**config.mk**
```make
export PLATFORM = sky130hd
export DESIGN_NAME = afam_isqrt
export DESIGN_NICKNAME = d
export VERILOG_FILES = /design/src/hw/rtl/afam_pkg.sv /design/src/hw/rtl/afam_isqrt.sv
export SDC_FILE = /design/constraint.sdc
export NUM_CORES = 2
export LEC_CHECK = 0
export ABC_CLOCK_PERIOD_IN_PS = 4200
export BUFFER_PORTS_ARGS = -buffer_cell sky130_fd_sc_hd__buf_4
export CORE_UTILIZATION = 50
export CTS_BUF_LIST = sky130_fd_sc_hd__clkbuf_8
export DETAILED_ROUTE_END_ITERATION = 8
export PLACE_DENSITY = 0.71
export RECOVER_POWER = 100
export SLEW_MARGIN = 10
export SYNTH_ARGS = -nofsm -noshare
export SYNTH_HDL_FRONTEND = slang
export SYNTH_MEMORY_MAX_BITS = 65536
export SYNTH_SLANG_ARGS = --single-unit
```
**constraint.sdc**
```tcl
create_clock -name clock -period 4.2 [get_ports clock]
set_input_delay 0.42 -clock clock [delete_from_list [all_inputs] [get_ports clock]]
set_output_delay 0.42 -clock clock [all_outputs]
set_load 0.005 [all_outputs]
```
**src/hw/rtl/afam_pkg.sv**
```systemverilog
// ----------------------------------------------------------------------------
// afam_pkg
// shared constants, types and the arctangent table for the attitude pipeline
// ----------------------------------------------------------------------------
package afam_pkg;

   localparam int SampleWidthDefault = 16;

   localparam int OpW         = 32;
   localparam int SqrtLat     = 32;
   localparam int NormSteps   = 6;
   localparam int CordicSteps = 27;
   localparam int AtanLat     = NormSteps + CordicSteps + 1;
   localparam int PostLat     = 5;

   localparam int CsrAddrW = 3;
   localparam logic RegDeclIdx = 1'b0;

   localparam logic signed [15:0] DeclResetVal = -16'sd345;

   localparam logic signed [31:0] Micro90     = 32'sd90000000;
   localparam logic signed [31:0] Micro180    = 32'sd180000000;
   localparam logic signed [31:0] Micro360    = 32'sd360000000;
   localparam logic signed [31:0] MicroPerCd  = 32'sd10000;
   localparam logic [28:0]        HalfCenti   = 29'd5000;

   // 2^44 / 10000 rounded up
   localparam int         RecipShift = 44;
   localparam logic [30:0] RecipK    = 31'd1759218605;

   typedef struct packed {
      logic          yneg;
      logic [OpW-1:0] ym;
      logic          xneg;
      logic [OpW-1:0] xm;
   } afam_opnd_type;

   function automatic logic [25:0] atan_micro(input logic [4:0] idx);
      logic [25:0] v;
      unique case (idx)
         5'd0:    v = 26'd45000000;
         5'd1:    v = 26'd26565051;
         5'd2:    v = 26'd14036243;
         5'd3:    v = 26'd7125016;
         5'd4:    v = 26'd3576334;
         5'd5:    v = 26'd1789911;
         5'd6:    v = 26'd895174;
         5'd7:    v = 26'd447614;
         5'd8:    v = 26'd223811;
         5'd9:    v = 26'd111906;
         5'd10:   v = 26'd55953;
         5'd11:   v = 26'd27976;
         5'd12:   v = 26'd13988;
         5'd13:   v = 26'd6994;
         5'd14:   v = 26'd3497;
         5'd15:   v = 26'd1749;
         5'd16:   v = 26'd874;
         5'd17:   v = 26'd437;
         5'd18:   v = 26'd219;
         5'd19:   v = 26'd109;
         5'd20:   v = 26'd55;
         5'd21:   v = 26'd27;
         5'd22:   v = 26'd14;
         5'd23:   v = 26'd7;
         5'd24:   v = 26'd3;
         5'd25:   v = 26'd2;
         5'd26:   v = 26'd1;
         default: v = 26'd0;
      endcase
      return v;
   endfunction

endpackage

```
**src/hw/rtl/afam_isqrt.sv**
```systemverilog
// ----------------------------------------------------------------------------
// afam_isqrt
// pipelined floor square root of a 64 bit radicand, one root bit per stage
// ----------------------------------------------------------------------------
module afam_isqrt import afam_pkg::*; (
   input  logic        clock,
   input  logic        en,
   input  logic [63:0] radicand,
   output logic [31:0] root
);

   typedef struct packed {
      logic [33:0] rem;
      logic [31:0] root;
      logic [63:0] rad;
   } afam_sq_type;

   function automatic afam_sq_type sq_step(input afam_sq_type s);
      afam_sq_type n;
      logic [35:0] rt;
      logic [35:0] t;
      rt = {s.rem, s.rad[63:62]};
      t  = {2'b00, s.root, 2'b01};
      if (rt >= t) begin
         n.rem  = 34'(rt - t);
         n.root = {s.root[30:0], 1'b1};
      end else begin
         n.rem  = 34'(rt);
         n.root = {s.root[30:0], 1'b0};
      end
      n.rad = {s.rad[61:0], 2'b00};
      return n;
   endfunction

   afam_sq_type st_ff [SqrtLat];
   afam_sq_type st_in [SqrtLat];

   always_comb begin
      st_in[0] = sq_step('{rem: '0, root: '0, rad: radicand});
      for (int k = 1; k < SqrtLat; k++) begin
         st_in[k] = sq_step(st_ff[k-1]);
      end
   end

   always_ff @(posedge clock) begin
      if (en) begin
         for (int k = 0; k < SqrtLat; k++) begin
            st_ff[k] <= st_in[k];
         end
      end
   end

   assign root = st_ff[SqrtLat-1].root;

endmodule

```
; ---- Yosys cells after proc, flatten, opt, wreduce, memory -nomap -nowiden
; Memory sizes are Yosys's and may differ from the RTL's.
; Index checks and enable logic that the tools add are counted.
[totals]
register_bits = 0
latchBits = 0
mem_bits_rw = 4096
rom_bits = 0
in_bits = 66
output_inout_bits = 32
elab_cells = 99
n_memories = 1
[memory_table]
columns = name, depth, width, rd, rd_clocked_by_memory_dff, wr, line
row1 = st_ff, 32, 128, 32, 0, 32, afam_isqrt.sv:35  ; afam_sq_type st_ff [SqrtLat];
[classes]
add_sub_neg = 32
n_mul = 0
n_div = 0
magnitude_cmp = 32
n_eq_ne = 0
shift = 0
n_mux = 34
bitwise_logic = 0
reduce_logical = 0
[ops]
columns = operator, n
row1 = $mux W66, 32
row2 = $ge A36 B34 Y1, 31
row3 = $sub A34 B34 Y34, 31
row4 = $sub A2 B1 Y3 const B, 1
row5 = $ge A2 B1 Y1 const B, 1
row6 = $mux W1, 2

; ---- Depth between registers and ports, before layout
; An unclocked memory read counts as a cell.
[depth]
depth_word = 3
mapped_depth = 14
depth_no_buf = 12

; ---- Worst setup path after synthesis
; OpenSTA, ideal clock, no wires.
[synth_timing]
path_kind = reg2reg
from = memory st_ff[0][1000] in the netlist's numbering
to = memory st_ff[0][1143] in the netlist's numbering (data pin)
setup_ps = 271
arrival_time_ps = 3012
required_time_ps = 3929
setup_slack_ps = 917
stages_incl_launch_ff = 12
n_path_buf = 2
period_less_slack_ps = 3283
cell_sequence = edfxtp_1 -> or4_1 -> buf_2 -> nor4_2 -> nand3b_2 -> or4_1 -> a211o_1 -> o21bai_4 -> or2_2 -> buf_4 -> nor4_1 -> xor2_1
[synth_lines]
columns = item, line
row1 = start: declaration, afam_isqrt.sv:35

==> results.md <==
* Setup slack, reg-to-reg at about 0.23 ns
* Fin crit share at 94.65%
* Net Sw Frac at 29.13%
* Most frequent CP cell: buf_2
* Worst Tran Pin Value at 3.851 ns
* Failing checks: max-capacitance violations, max-slew violations
* RSZ-0062 raised after global routing: false
* Clock root cell: clkbuf_8
* R2r worst-path depth at 9
* Period minus WS final at a little under 4 ns
* Max layer used: met4
* Synthesized area at 0.1174 sq mm
* Hold path start: radicand[5]
* CP max stage cell: buf_2
* Max incr delay on CP at 2.57 ns
* Largest fanout on the critical path at 116
* Clock share of power at 30.3%
* Placement row count at 177
* Final Skew at 0.09752 ns
* Final net count at 10270
* CP cell instances: dlygate4sd3_1 > buf_2 > buf_12 > buf_2
* CTS Sinks at roughly 2500
* Vias per inst at 5.490
* Fmax at 251.6 MHz
* Max-slew violations at approximately 100
* Largest net degree at the start of global routing at 139
* Filler Cell Count at 18909
* Yosys warnings at 0
* DP HPWL at 172000 microns
* Largest regs: st_ff x2523
* CORE AREA at 0.2330 sq mm
* Seq pwr share at 49.2%
* Worst hold path class: in2reg
* Top_reg_cell synth: edfxtp_1
* Max VDD drop at ~0.39 mV
* Port bufs at 97
* Met2 routed wirelength at 121900 microns
* Setup Fix Bufs, Post-CTS at 0
* Die width at 486.5 microns
* CTS max path bufs at 4
* P_sw at 20150 uW
* Setup TNS Final at 0 ns
* Layout cell share with drive strength beyond 1 at 8.435%
* Largest register FFs at ~2500
* Syn Nets at 9704
* Crit Path Category: in2reg
* DR DRC count at 0
* Leak pwr at 0.05011 uW
* Register area at 0.07576 sq mm
* Multi-input logic area at approximately 0.038 sq mm
* Max cap viols at 1
* Worst-path clk slew at ~0.06 ns
* Initial antenna violation count at 3
* Critical Path Source Type: primary input
* Vias in the first global route at 71905
* Non-filler instance count after layout at about 13000
* Number of I/O pins at 98
* PD cells at approximately 530 mW/mm^2
* Run status: complete, but fails checks
* DR WL/cell at around 19 microns
* Post-synthesis sequential area ratio at 64.54%
* M1 WL at 101700 microns
* Critical Path End Type: flip-flop
* Critical Path RT at 4.86 ns
* Synth Register Bits at 2523
* Antenna-violating nets left at 0
* Post-synth EDFFs at 2523
* Global-route wire length before repair at 384100 microns
* Largest Register: st_ff
* Hold worst-path end: st_ff[0][5]
* # H-tree levels at 5
* Internal power at 49030 uW
* Post-Syn Area per Cell at 12.93 sq um
* Drt first pass iters at 6
* Synth unique cells at 90
* Critical path buffers and inverters at 4
* Routed vias at 71908
* Die height at approximately 500 microns
* Area delta synth->final at 11.89%
* Logic pwr share at 20.6%
* R2R Path End: st_ff[1][1634]
* Remaining global-route overflow at 0
* Crit path DAT at 4.63 ns
* Ys async rst share at 0%
* Clock latency on the worst-skew pair at 1.11 ns
* Met3 wire len at 10430 microns
* Cell count after placement at 12224
* Setup Viol. Count Final at 0
* Starting Density at 50.39%
* WL final at approximately 240000 microns
* Hold Path Depth at 2
* Worst reg2reg path startpoint: st_ff[1][1505]
* Placer Congestion at 0.9161
* CTS Buf Count at 421
* DRT iter0 DRCs at 5175
* Hold Violations, Final at 0
* Die ar. at 0.2367 sq mm
* Worst rel slew slack at -156.7%
* GRT Total Usage at 20.31%
* Synthesized instance count at 9076
* CTS tree: yes
* Delay-heaviest family, CP: buffers and inverters
[synthesized netlist by cell type, drive strengths merged, types with 86 or more instances]
| library cell | instances | area, sq um |
|---|---|---|
| nor2 | 511 | 1921 |
| inv | 687 | 2579 |
| xor2 | 407 | 3565 |
| a21oi | 551 | 2758 |
| edfxtp | 2523 | 75760 |
| a21o | 201 | 1509 |
| nor4 | 129 | 813.3 |
| xnor2 | 447 | 3915 |
| clkbuf | 148 | 555.5 |
| nand4 | 86 | 538.0 |
| nor3 | 212 | 1061 |
| o21ai | 530 | 2653 |
| nand2 | 684 | 2567 |
| nand3 | 148 | 740.7 |
| nand2b | 116 | 725.7 |
| ha | 562 | 7032 |
[placed cells by master, fill, tap and decap left out, types with 60 or more instances in the layout]
master         count
nor2_1           510
or4_1             79
nand4_1           86
or3_1             80
clkinv_2          70
clkinv_1         101
a21oi_1          551
inv_1            785
nand3_1          148
o31ai_1           60
nor3_1           211
nor4_1           129
clkbuf_8         424
clkbuf_4          85
ha_1             562
xnor2_1          447
a21o_1           201
nand2_1          684
o21ai_0          528
o21a_1            84
dlygate4sd3_1    127
edfxtp_1        2523
nand2b_1         116
xor2_1           407
nor2b_1           76
[what timing repair did]
item	CTS	global route
hold buffers	127	0
setup endpoints to repair	0	6
endpoints found under the hold margin	134	0
gates resized for setup	0	1
[power by group through the flow]
stage | Combinational [uW] | Clock (uW) | Sequential [uW]
2_1_floorplan | 10500 | 0 | 33400
3_3_place_gp | 13800 | 0 | 34500
3_5_place_dp | 14100 | 0 | 34500
4_1_cts | 14200 | 21600 | 34000
5_1_grt | 15800 | 22700 | 34300
6_report | 14200 | 20900 | 34000
[cells by family after synthesis]
group	after synthesis	share of synthesized area (%)
flops	2523	64.54
simple gates	2356	9.961
compound gates	1812	9.449
buf+inv	892	2.967
xor+xnor	854	6.372
fa+ha+maj	562	5.990
mux	76	0.7163
other cells	1	0.003195
[worst max path at each step]
stage,startpoint,end,slack (ns),depth (start not counted)
after global placement,st_ff[1][350],st_ff[1][511],0.46,10
after CTS,st_ff[1][62],st_ff[1][249],0.16,11
after global routing,st_ff[1][62],st_ff[1][249],0.04,11
after floorplan,st_ff[0][1000],st_ff[0][1143],0.92,11
final,en,st_ff[1][1270],0.22,4
after detailed placement,st_ff[1][62],st_ff[1][249],0.24,11
[layer usage]
layer | up-vias | track usage (%)
met5 | - | 0
met4 | 0 | 8.056
met3 | 550 | 3.327
met2 | 1839 | 35.58
met1 | 34712 | 24.97
li1 | 34807 | -
[area by class of cell]
class / instances / area share [%]
timing repair buffer: 346 / 2.206
sequential: 2523 / 57.68
clock buffer: 424 / 4.443
multi-input combinational: 5661 / 29.06
inverter: 689 / 1.969
clock inverter: 315 / 1.639
antenna: 7 / 0.01334
tap: 3132 / 2.984
[per-stage QoR]
| stage | total power, uW | setup slack [ns] | hold WS (ns) | area, sq um | utilization, % |
|---|---|---|---|---|---|
| final | 69180 | 0.2247 | 0.1585 | 131300 | 56.37 |
| after CTS | 69870 | 0.1629 | 0.01048 | 131800 | 56.55 |
| after global routing | 72790 | 0.03814 | 0.06127 | 131300 | 56.37 |
| after global placement | 48260 | 0.4584 | 0.4003 | 122500 | 52.58 |
| after detailed placement | 48570 | 0.2390 | 0.4045 | 122500 | 52.58 |
| after floorplan | 43870 | 0.9169 | 0.4003 | 117400 | - |
(Power assumes the default switching activity.)
